<file path="src/htt_pkg.sv">
package htt_pkg;

	localparam int TABLE_ENTRIES = 32;
	localparam int IDX_W = $clog2(TABLE_ENTRIES);
	localparam int CNT_W = $clog2(TABLE_ENTRIES + 1);

	localparam logic [2:0] MODE_ADD    = 3'd0;
	localparam logic [2:0] MODE_DEL_IP = 3'd1;
	localparam logic [2:0] MODE_SWEEP  = 3'd2;
	localparam logic [2:0] MODE_PURGE  = 3'd3;
	localparam logic [2:0] MODE_M_IP   = 3'd4;
	localparam logic [2:0] MODE_M_MAC  = 3'd5;

	localparam logic [1:0] ST_DONE = 2'd0;
	localparam logic [1:0] ST_DUP  = 2'd1;
	localparam logic [1:0] ST_FULL = 2'd2;

	localparam logic [16:0] TIMEOUT_RST = 17'd60;

	typedef enum logic [1:0] {
		S_IDLE,
		S_EVAL,
		S_APPLY,
		S_OUT
	} state_t;

	typedef struct packed {
		logic load;
		logic eval;
		logic apply;
	} cmd_t;

endpackage

</file>
<file path="src/htt_ctrl.sv">
module htt_ctrl (
	input  logic          clk,
	input  logic          arst_n,
	input  logic          in_valid,
	output logic          in_stall,
	output logic          out_valid,
	input  logic          out_stall,
	output htt_pkg::cmd_t cmd
);

	htt_pkg::state_t state_q, state_d;

	always_ff @(posedge clk or negedge arst_n) begin
		if (!arst_n)
			state_q <= htt_pkg::S_IDLE;
		else
			state_q <= state_d;
	end

	always_comb begin
		state_d = state_q;
		cmd = '0;
		in_stall = 1'b1;
		out_valid = 1'b0;
		case (state_q)
			htt_pkg::S_IDLE: begin
				in_stall = 1'b0;
				if (in_valid) begin
					cmd.load = 1'b1;
					state_d = htt_pkg::S_EVAL;
				end
			end
			htt_pkg::S_EVAL: begin
				cmd.eval = 1'b1;
				state_d = htt_pkg::S_APPLY;
			end
			htt_pkg::S_APPLY: begin
				cmd.apply = 1'b1;
				state_d = htt_pkg::S_OUT;
			end
			htt_pkg::S_OUT: begin
				out_valid = 1'b1;
				if (!out_stall)
					state_d = htt_pkg::S_IDLE;
			end
			default: state_d = htt_pkg::S_IDLE;
		endcase
	end

endmodule

</file>
<file path="config.mk">
export PLATFORM = sky130hd
export DESIGN_NAME = htt_ctrl
export DESIGN_NICKNAME = d
export VERILOG_FILES = /design/src/htt_pkg.sv /design/src/htt_ctrl.sv
export SDC_FILE = /design/constraint.sdc
export NUM_CORES = 1
export LEC_CHECK = 0
export BUFFER_PORTS_ARGS = -buffer_cell sky130_fd_sc_hd__buf_2
export CAP_MARGIN = 20
export CORE_AREA = 2 2 39 41
export DETAILED_ROUTE_END_ITERATION = 7
export DIE_AREA = 0 0 41 43
export PLACE_DENSITY_LB_ADDON = 0.05
export SYNTH_ARGS = -nofsm -noshare
export SYNTH_HDL_FRONTEND = slang
export SYNTH_SLANG_ARGS = --single-unit
</file>
<file path="constraint.sdc">
create_clock -name clk -period 3.1 [get_ports clk]
set_input_delay 0.62 -clock clk [delete_from_list [all_inputs] [get_ports clk]]
set_output_delay 0.62 -clock clk [all_outputs]
set_load 0.03 [all_outputs]
</file>
==> results of run 1 <==
-- layer usage --
metal | share of wire [%] | track usage, %
met2 | 47 | 7.81
met4 | 0 | 6.00
met5 | 0 | 0
met1 | 43 | 7.07
met3 | 9.5 | 3.14
-- power by group --
| group | leakage (nW) | total (W) | switching, W | internal [W] |
|---|---|---|---|---|
| Clock | 0.0138 | 0.0000575 | 0.0000148 | 0.0000427 |
| Combinational | 0.113 | 0.000211 | 0.000128 | 0.0000826 |
| Sequential | 0.0235 | 0.0000563 | 0.0000149 | 0.0000414 |
-- cell usage after synthesis --
cell       n  area share [%]
mux2i_1    1             5.7
dfrtp_1    2              29
mux2_4     1             8.6
nor2_1     1             2.1
ha_1       5              36
inv_1      2             4.3
and2_2     1             4.3
inv_2      1             2.1
a2bb2oi_2  1             8.6
-- final cells by class --
| type | count | area, sq um | area share (%) |
|---|---|---|---|
| clock buffer | 3 | 22.5 | 8.74 |
| tap | 16 | 20.0 | 7.77 |
| sequential | 2 | 50.0 | 19.4 |
| multi-input combinational | 10 | 114 | 44.2 |
| timing repair buffer | 8 | 40.0 | 15.5 |
| inverter | 3 | 11.3 | 4.37 |
-- worst max-delay path, stage by stage (launching register included) --
cell and delay (ps):
dfrtp_1 400, inv_1 100, ha_1 210, and2_2 190
buf_2 170
-- cells by family (layout without fill, tap and decap cells) --
logic type,after synthesis,in the layout
adder cells (fa/ha/maj),5,5
multiplexers,2,2
AO/OA/AOI/OAI,1,1
flip-flops,2,2
AND/OR/NAND/NOR,2,2
buffers and inverters,3,14
-- how the worst min path moves through the flow --
stage                     slack (ps)         end   start
final                            170  state_q[0]  arst_n
after global routing             160  state_q[0]  arst_n
after CTS                        160  state_q[0]  arst_n
after detailed placement         410  state_q[1]  arst_n
after global placement           400  state_q[0]  arst_n
after floorplan                  320  state_q[0]  arst_n
-- per-stage QoR --
step	setup WS (ps)	std cells	hold WS [ps]	utilization (%)
2_1_floorplan	1590	15	324	-
3_3_place_gp	1410	39	405	17.0
3_5_place_dp	1410	39	405	17.0
4_1_cts	1160	42	160	18.6
5_1_grt	1100	42	162	18.6
6_report	1190	42	172	18.6
==> impl_metrics.py, run 1 <==
metrics = {
    "status": {
        "status": "finished clean",
    },
    "clocking": {
        "cts_buffers": 3,
        "cts.sinks": 2,
        "post_cts_resized": 0,
        "cts_tree": "yes",
        "clockBufferDepth": 2,
        "hold_buffers": 0,
        "h-tree-depth": 1,
        "clock_latency_ps": 220,
        "cts_setup_buffers": 0,
        "clock-root-buffer": "clkbuf_4",
        "clk_pin_slew_worst_paths_ps": 30,
    },
    "hold_path": {
        "hold_path.class": "in -> async",
    },
    "final_layout": {
        "syn2layout_area_growth_pct": 47.1,
        "final_area_sq_um": 258,
        "antenna_cells": 0,
        "layout_common_cells": "8 x buf_2, 5 x ha_1, 3 x clkbuf_4",
        "fin_nets": 37,
        "reg_top3": "state_q x2",
        "layout-drive-gt1-share_pct": 57.7,
        "largest_register_ffs": 2,
        "regMostFlops": "state_q",
        "final_common_cell": "buf_2",
        "fillers": 167,
    },
    "power": {
        "finalPower_w": 0.000325,
        "p_leak_nw": 0.150,
        "power_density_nw_per_um2": 1260,
        "ir_drop_mv": 0.230,
    },
    "floorplanning": {
        "die_y_microns": 43,
        "dieArea_sq_um": 1760,
        "core_area_sq_um": 1380,
        "fp.dieW_microns": 41,
        "initial_utilization_pct": 12.7,
        "io_pins": 9,
        "rows": 14,
    },
    "drt": {
        "dr.pass1.iters": 2,
        "initialDrtViolationCount": 1,
        "vias": 143,
        "drt-total-wl_microns": 380,
        "drc_errors": 0,
        "postRouteAntennaNets": 0,
        "via_per_inst": 3.40,
        "wl_per_cell_microns": 9.05,
    },
    "synth": {
        "synth-xor-area-share_pct": 0,
        "synth_warnings": 0,
        "synth_seq_area_share_pct": 28.6,
        "syn-cell-area_sq_um": 175,
        "synth_simple_gate_area_share_pct": 6.43,
        "yosys.area_share.adder_pct": 35.7,
        "netlist_instances": 15,
        "synth.area.mux_share_pct": 14.3,
        "avgSynthCellArea_sq_um": 11.7,
        "yosysUniqueCellTypes": 9,
        "synth_compound_area_share_pct": 8.57,
        "syn-num-nets": 24,
        "ys_ff_latch": 2,
        "synth_top_family_by_area": "adder cells",
    },
    "global_routing": {
        "grtUsageTotal_pct": 6.22,
        "grt_antenna_before_repair": 0,
        "grt-ovfl-total": 0,
        "grt_max_degree": 5,
        "grt_pass1_vias": 160,
        "grt_pass1_wl_microns": 669,
    },
    "setup_path": {
        "end_kind": "output port",
        "crit_type": "reg -> out",
        "required_ps": 2480,
        "r2r_start": "state_q[1]",
        "setup.worst_path.start": "state_q[1]",
        "critPathCapture": "cmd[2]",
        "startpoint_type": "register",
        "reg2reg_slack_ps": 1700,
        "r2r_end": "state_q[1]",
        "arrival_ps": 1290,
        "rr_worst_depth": 5,
        "critPathMaxFanout": 4,
    },
    "timing": {
        "slew_viol_final": 0,
        "clock.fmax_mhz": 524,
        "worstMarginPinSlew_ps": 177,
        "finalCritPeriodShare_pct": 61.5,
        "tns_ps": 0,
        "setup_violations": 0,
        "rsz0062_at_grt": "no",
        "layout_min_cycle_time_ps": 1910,
        "hold_violations": 0,
        "clock_skew_ps": 2.52,
        "max_slew_margin_pct": 88.2,
    },
    "placed_design": {
        "finalWeightedCongestion": 0.581,
        "portBuffers": 8,
        "dpl_cell_area_sq_um": 235,
    },
    "flow_run": {
        "drv_cap": 0,
    },
}
(Power assumes the default switching activity.)
==> inputs of run 2 (changes only) <==
==> constraint.sdc (replaced) <==
create_clock -name clk -period 1.6 [get_ports clk]
set_input_delay 0.32 -clock clk [delete_from_list [all_inputs] [get_ports clk]]
set_output_delay 0.32 -clock clk [all_outputs]
set_load 0.03 [all_outputs]
==> run 2 against run 1 <==
  * Sequential power up 94%
  * Worst hold slack gained 240 ps
  * Sequential share of layout area fell by 2.5 points
  * Setup slack got worse by 1100 ps
  * Clock skew decreased by 2.5 ps
  * Power rose by 110%
  * Critical path depth stayed put
  * Clock-buffer cell count did not move
  * Critical endpoint unchanged
  * Largest cell class unchanged
==> impl_metrics.py, run 2 (synthesis results as in run 1) <==
metrics = {
    "power": {
        "finalPower_w": 0.000690,
        "swShare_pct": 45.5,
        "pwr-share-clk_pct": 15.6,
        "p_switching_w": 0.000314,
        "pwr-share-comb_pct": 68.6,
        "p_leak_nw": 0.165,
        "p_seq_share_pct": 15.8,
        "power_density_nw_per_um2": 2340,
        "internal_power_w": 0.000376,
        "ir_drop_mv": 0.554,
    },
    "placed_design": {
        "finalWeightedCongestion": 0.570,
        "hpwlAfterDp_microns": 323,
        "portBuffers": 8,
    },
    "drt": {
        "drt-total-wl_microns": 383,
        "wl_per_cell_microns": 8.33,
        "vias": 151,
        "via_per_inst": 3.28,
        "initialDrtViolationCount": 0,
        "postRouteAntennaNets": 0,
        "dr.pass1.iters": 1,
        "drc_errors": 0,
    },
    "clocking": {
        "cts_buffers": 3,
        "clock-root-buffer": "clkbuf_4",
        "cts_tree": "yes",
        "h-tree-depth": 1,
        "cts.sinks": 2,
        "clockBufferDepth": 2,
        "clock_latency_ps": 220,
        "clk_pin_slew_worst_paths_ps": 30,
    },
    "timing": {
        "clock_skew_ps": 0.0436,
        "max_slew_margin_pct": 88.8,
        "rsz0062_at_grt": "no",
        "finalCritPeriodShare_pct": 95.0,
        "tns_ps": 0,
        "slew_viol_final": 0,
        "clock.fmax_mhz": 658,
        "worstMarginPinSlew_ps": 167,
        "hold_violations": 0,
        "setup_violations": 0,
        "layout_min_cycle_time_ps": 1520,
    },
    "floorplanning": {
        "core_area_sq_um": 1380,
        "die_y_microns": 43,
        "rows": 14,
        "dieArea_sq_um": 1760,
        "fp.dieW_microns": 41,
        "io_pins": 9,
        "initial_utilization_pct": 12.7,
    },
    "setup_path": {
        "crit_slowest_cell": "dfrtp_1",
        "startpoint_type": "register",
        "critPathMaxFanout": 4,
        "cp_cell_sequence": "inv_2, ha_2, and2_2, buf_4",
        "path_buf_inv": 2,
        "worst_path_largest_cell_delay_ps": 400,
        "path_delay_family": "flip-flops",
        "required_ps": 1280,
        "end_kind": "output port",
        "crit_type": "reg -> out",
        "arrival_ps": 1200,
    },
    "final_layout": {
        "largest_register_ffs": 2,
        "final_common_cell": "buf_2",
        "syn2layout_area_growth_pct": 68.6,
        "layout_common_cells": "7 x buf_2, 4 x ha_1, 4 x buf_4",
        "fin_nets": 41,
        "antenna_cells": 0,
        "fin_util_pct": 21.3,
        "fillers": 160,
        "layout-drive-gt1-share_pct": 70.0,
        "reg_top3": "state_q x2",
        "regMostFlops": "state_q",
    },
    "global_routing": {
        "grt_pass1_vias": 157,
        "grt_antenna_before_repair": 0,
        "grt_max_degree": 5,
        "grtUsageTotal_pct": 5.32,
        "grt-ovfl-total": 0,
        "grt_pass1_wl_microns": 565,
    },
    "hold_path": {
        "hold_path.class": "in -> reg",
    },
    "flow_run": {
        "drv_cap": 0,
    },
    "status": {
        "status": "finished clean",
    },
}
[run 2: cell count changes in the layout (fill, tap and decap cells not counted)]
| cell | delta |
|---|---|
| ha_2 | +1 |
| dlygate4sd3_1 | +1 |
| inv_2 | +2 |
| buf_4 | +4 |
| buf_2 | -1 |
| ha_1 | -1 |
| inv_1 | -2 |
[run 2: layer usage]
layer / global-route usage (%) / vias up / routed length, microns
met3: 1.57 / 0 / 43
met2: 8.13 / 6 / 207
met5: 0 / - / 0
met1: 4.82 / 67 / 132
li1: - / 78 / -
met4: 6.00 / 0 / 0
[run 2: power groups by stage]
| stage | Sequential [W] | Combinational (W) | Clock [W] |
|---|---|---|---|
| after floorplan | 0.000100 | 0.000334 | 0 |
| after global placement | 0.000107 | 0.000433 | 0 |
| after detailed placement | 0.000108 | 0.000418 | 0 |
| after CTS | 0.000110 | 0.000424 | 0.000115 |
| after global routing | 0.000114 | 0.000518 | 0.000116 |
| final | 0.000109 | 0.000473 | 0.000108 |
[run 2: through the flow]
step | hold WS [ps] | cell area (sq um) | setup slack (ps) | instances
after floorplan | 24.4 | 175 | 197 | 15
after global placement | 109 | 235 | 188 | 39
after detailed placement | 110 | 235 | 211 | 39
after CTS | 408 | 268 | 5.64 | 43
after global routing | 424 | 295 | 27.0 | 46
final | 414 | 295 | 79.3 | 46
[run 2: final cells by class]
class | count | area [sq um] | area share [%]
Timing Repair Buffer | 12 | 75.1 | 25.4
Multi-Input combinational cell | 10 | 116 | 39.4
Inverter | 3 | 11.3 | 3.81
Clock buffer | 3 | 22.5 | 7.63
Tap cell | 16 | 20.0 | 6.78
Sequential cell | 2 | 50.0 | 16.9
[run 2: worst reg2reg max path, cell delays in order (launching register included)]
cell and delay (ps):
dfrtp_1 390, buf_4 140, ha_1 210, a2bb2oi_2 200, mux2_4 320
[run 2: repair_timing]
action / CTS / global route
hold endpoints to repair: 2 / 0
cloned: 0 / 0
resized for setup: 1 / 4
buffers inserted: 0 / 3
endpoints found under the setup margin: 1 / 1
hold buffers: 1 / 0
[run 2: worst paths after layout]
check,startpoint,to,slack [ps],depth (start not counted)
max reg2reg,state_q[0],state_q[1],240,4
min reg2reg,state_q[0],state_q[0],600,2
min,out_stall,state_q[0],410,3
max in group asynchronous,arst_n,state_q[0],1090,2
min in group asynchronous,arst_n,state_q[1],420,2
max,state_q[1],cmd[2],80,4
